$ cat config.mk
export PLATFORM = sky130hd
export DESIGN_NAME = glszm_ram
export DESIGN_NICKNAME = d
export VERILOG_FILES = /design/src/rtl/gray_level_size_zone_matrix_defines.svh /design/src/rtl/glszm_ram.sv
export SDC_FILE = /design/constraint.sdc
export NUM_CORES = 1
export LEC_CHECK = 0
export BUFFER_PORTS_ARGS = -buffer_cell sky130_fd_sc_hd__buf_2
export CAP_MARGIN = 25
export CORE_AREA = 5 5 120 122
export CTS_BUF_LIST = sky130_fd_sc_hd__clkbuf_4
export CTS_CLUSTER_DIAMETER = 50
export DETAILED_ROUTE_END_ITERATION = 8
export DIE_AREA = 0 0 125 127
export PLACE_DENSITY = 0.59
export SETUP_SLACK_MARGIN = 0.05
export SYNTH_ARGS = -nofsm -noshare
export SYNTH_HDL_FRONTEND = slang
export SYNTH_SLANG_ARGS = --single-unit
$ cat constraint.sdc
create_clock -name clk -period 2.2 [get_ports clk]
set_input_delay 0.66 -clock clk [delete_from_list [all_inputs] [get_ports clk]]
set_output_delay 0.66 -clock clk [all_outputs]
set_load 0.01 [all_outputs]
$ cat src/rtl/gray_level_size_zone_matrix_defines.svh
// Assertion macros shared by the gray level size zone matrix RTL.
// Depends on nothing; the including module must have clk and rst in scope.
`ifndef GRAY_LEVEL_SIZE_ZONE_MATRIX_DEFINES_SVH
`define GRAY_LEVEL_SIZE_ZONE_MATRIX_DEFINES_SVH

// Same-cycle implication, disabled while in reset
`define GLSZM_ASSERT_NOW(name, ante, cons, msg) \
  name: assert property (@(posedge clk) disable iff (rst) (ante) |-> (cons)) else $error(msg);

// Next-cycle implication, disabled while in reset
`define GLSZM_ASSERT_NEXT(name, ante, cons, msg) \
  name: assert property (@(posedge clk) disable iff (rst) (ante) |=> (cons)) else $error(msg);

`endif

$ cat src/rtl/glszm_ram.sv
// Generic simple dual-port RAM: one write port, one registered read port.
// Depends on nothing.
`timescale 1ns / 1ps

module glszm_ram #(
  parameter int WIDTH = 8,
  parameter int DEPTH = 16
) (
  input  logic                                     clk,
  input  logic                                     we,
  input  logic [(DEPTH > 1 ? $clog2(DEPTH) : 1)-1:0] waddr,
  input  logic [WIDTH-1:0]                         wdata,
  input  logic [(DEPTH > 1 ? $clog2(DEPTH) : 1)-1:0] raddr,
  output logic [WIDTH-1:0]                         rdata
);

  logic [WIDTH-1:0] mem [DEPTH];

  // Write, and read through a registered output
  always_ff @(posedge clk) begin
    if (we) begin
      mem[waddr] <= wdata;
    end
    rdata <= mem[raddr];
  end

endmodule

==> flow_summary.json <==
{
  "clock.fmax_mhz": 609,
  "cts_tree": "done",
  "wl_per_cell_um": 20.3,
  "synth_most_common_cell": "edfxtp_1",
  "path_class": "flip-flop to output pin",
  "overflow": 0,
  "antenna_found_initial": 1,
  "via_per_inst": 5.01,
  "numClockSinks": 136,
  "drt_iter0_markers": 226,
  "final_util": 0.449,
  "drv_slew": 0,
  "min_period_over_period": 0.747,
  "end_kind": "output pin",
  "die_w_um": 125,
  "tns_ns": 0,
  "post_cts_buffers": 0,
  "worst_hold_path_type": "primary input to flip-flop",
  "cts-resized-gates": 0,
  "row_count": 42,
  "total_power_mw": 4.70,
  "synth-seq-cells": 136,
  "netlist_top_cells_area": "edfxtp_1 75%, mux4_2 7.9%, mux4_1 7.1%",
  "fillCellCount": 1127,
  "synth_top_cell_by_area": "edfxtp_1",
  "seqCellArea_um2": 4000,
  "place_hpwl_mm": 6.21,
  "cp_max_fo": 1,
  "yosysWarnings": 0,
  "period_needed_ns": 1.64,
  "synth-edff-count": 128,
  "r2r_slack_ns": 0.84,
  "clock_latency_ns": 0.50,
  "wirelength_mm": 9.66,
  "yosysTopAreaCellShare": 0.747,
  "ys_dominant_reg_cell": "edfxtp_1",
  "worst_slew_pin_slew_ns": 0.397,
  "max-slew-margin-rel": 0.736,
  "p_leak_nw": 1.98,
  "cp_top_family": "flip-flops",
  "die_area_um2": 15900,
  "crit_path_top_delay_cell": "dfxtp_1",
  "initial_core_util": 0.393,
  "area_growth_pct": 14.2,
  "drive_above_1_share": 0.329,
  "synthTopCellsByCount": "128 x edfxtp_1, 18 x mux4_2, 16 x a22oi_1",
  "die_h_um": 127,
  "firstDrtPassIters": 4,
  "start_kind": "flip-flop",
  "crit_path_max_incr_delay_ns": 0.35,
  "cap_violations": 0,
  "cp_cell_sequence": "buf_2",
  "finalSetupViolCount": 0,
  "globalplace.congestion": 0.701,
  "htreeDepth": 4,
  "synth_cell_types": 19,
  "cts_buffer_depth": 2,
  "grt_pass1_wl_mm": 15.2,
  "syn_nets": 247,
  "root_buffer": "clkbuf_4",
  "reg2reg_depth": 3,
  "gr-usage-all-layers": 0.132,
  "rsz0062_at_grt": "no",
  "hold_buffers": 0,
  "multiInputGateArea_um2": 1060,
  "clk_pin_slew_worst_paths_ns": 0.10,
  "ant_nets": 0,
  "ir_drop_mv": 0.257,
  "hold_viol": 0,
  "grt_pass1_vias": 2530,
  "nNetsFinal": 303,
  "p_per_area_nw_per_um2": 799,
  "grt_max_degree": 33,
  "num_vias": 2381,
  "drc": 0,
  "yosysSeqAreaShare": 0.778,
  "clock_skew_ns": 0.0128,
  "cp.arrival_ns": 0.98,
  "numCtsBuffers": 17,
  "worstHoldPathCells": 1,
  "boundaryPins": 26,
  "synth_cells": 229,
  "design.core.area_um2": 13100,
  "critPathRequiredTime_ns": 1.54,
  "avgSynthCellArea_um2": 22.5,
  "worst-path-stages": 1,
  "async_flop_share": 0,
  "status": "finished, final reports clean",
  "numPortBuffers": 25,
  "synth_area_um2": 5150,
  "hold_ws_ns": 0.532,
  "crit_buf_inv": 1
}
## through the flow
stage	instances	cell area (um2)	setup WS, ns
after floorplan	229	5150	0.274
after global placement	442	5610	0.148
after detailed placement	442	5610	0.162
after CTS	474	5880	0.479
after global routing	475	5880	0.460
final	475	5880	0.557
## power breakdown
part / internal [mW] / switching [mW]
Sequential: 2.89 / 0.0148
Clock: 0.708 / 0.806
Combinational: 0.123 / 0.154
## metal layers
| metal | wire length, um | up-vias | GRT usage |
|---|---|---|---|
| li1 | - | 1091 | - |
| met1 | 4060 | 1232 | 0.165 |
| met2 | 5120 | 53 | 0.220 |
| met3 | 390 | 5 | 0.0401 |
| met4 | 87 | 0 | 0.0440 |
| met5 | 0 | - | 0 |
## state kept, by name, summed over array words and instances (netlist names)
signal  flops
rdata       8
mem       128
## area by class of cell
type                            count  area share
Multi-Input combinational cell     83       0.181
Clock buffer                       21      0.0268
Timing Repair Buffer               47      0.0557
Antenna cell                        1    0.000426
Clock inverter                     11      0.0181
Sequential cell                   136       0.681
Tap cell                          176      0.0374
## cell usage in the layout (no fill, tap or decap), drive strengths merged, types with 2 or more instances in the layout
cell / Yosys / routed
edfxtp: 128 / 128
buf: 7 / 47
mux4: 32 / 32
clkbuf: 0 / 21
a22oi: 16 / 16
nor2: 13 / 13
nand2: 9 / 9
dfxtp: 8 / 8
clkinv: 0 / 8
nor3: 4 / 4
nand3b: 2 / 2
nand2b: 2 / 2
bufinv: 0 / 2
## logic make-up (layout without fill, tap and decap cells)
kind of cell           Yosys count  in the layout  synth area share
DFF                            136            136             0.778
and+or+nand+nor                 35             35            0.0318
muxes                           32             32             0.150
AOI/OAI and AO/OA               16             16            0.0233
buffers and inverters           10             79            0.0168
other                            0              1                 0
## worst paths after layout
check                                     startpoint                   to
worst max register to register   mem[3][4]$_DFFE_PP_     rdata[4]$_DFF_P_
worst min-delay path                        wdata[3]  mem[1][3]$_DFFE_PP_
worst min register to register  mem[14][4]$_DFFE_PP_     rdata[4]$_DFF_P_
worst max-delay path                rdata[6]$_DFF_P_             rdata[6]
Power figures use the tool's default switching activity.
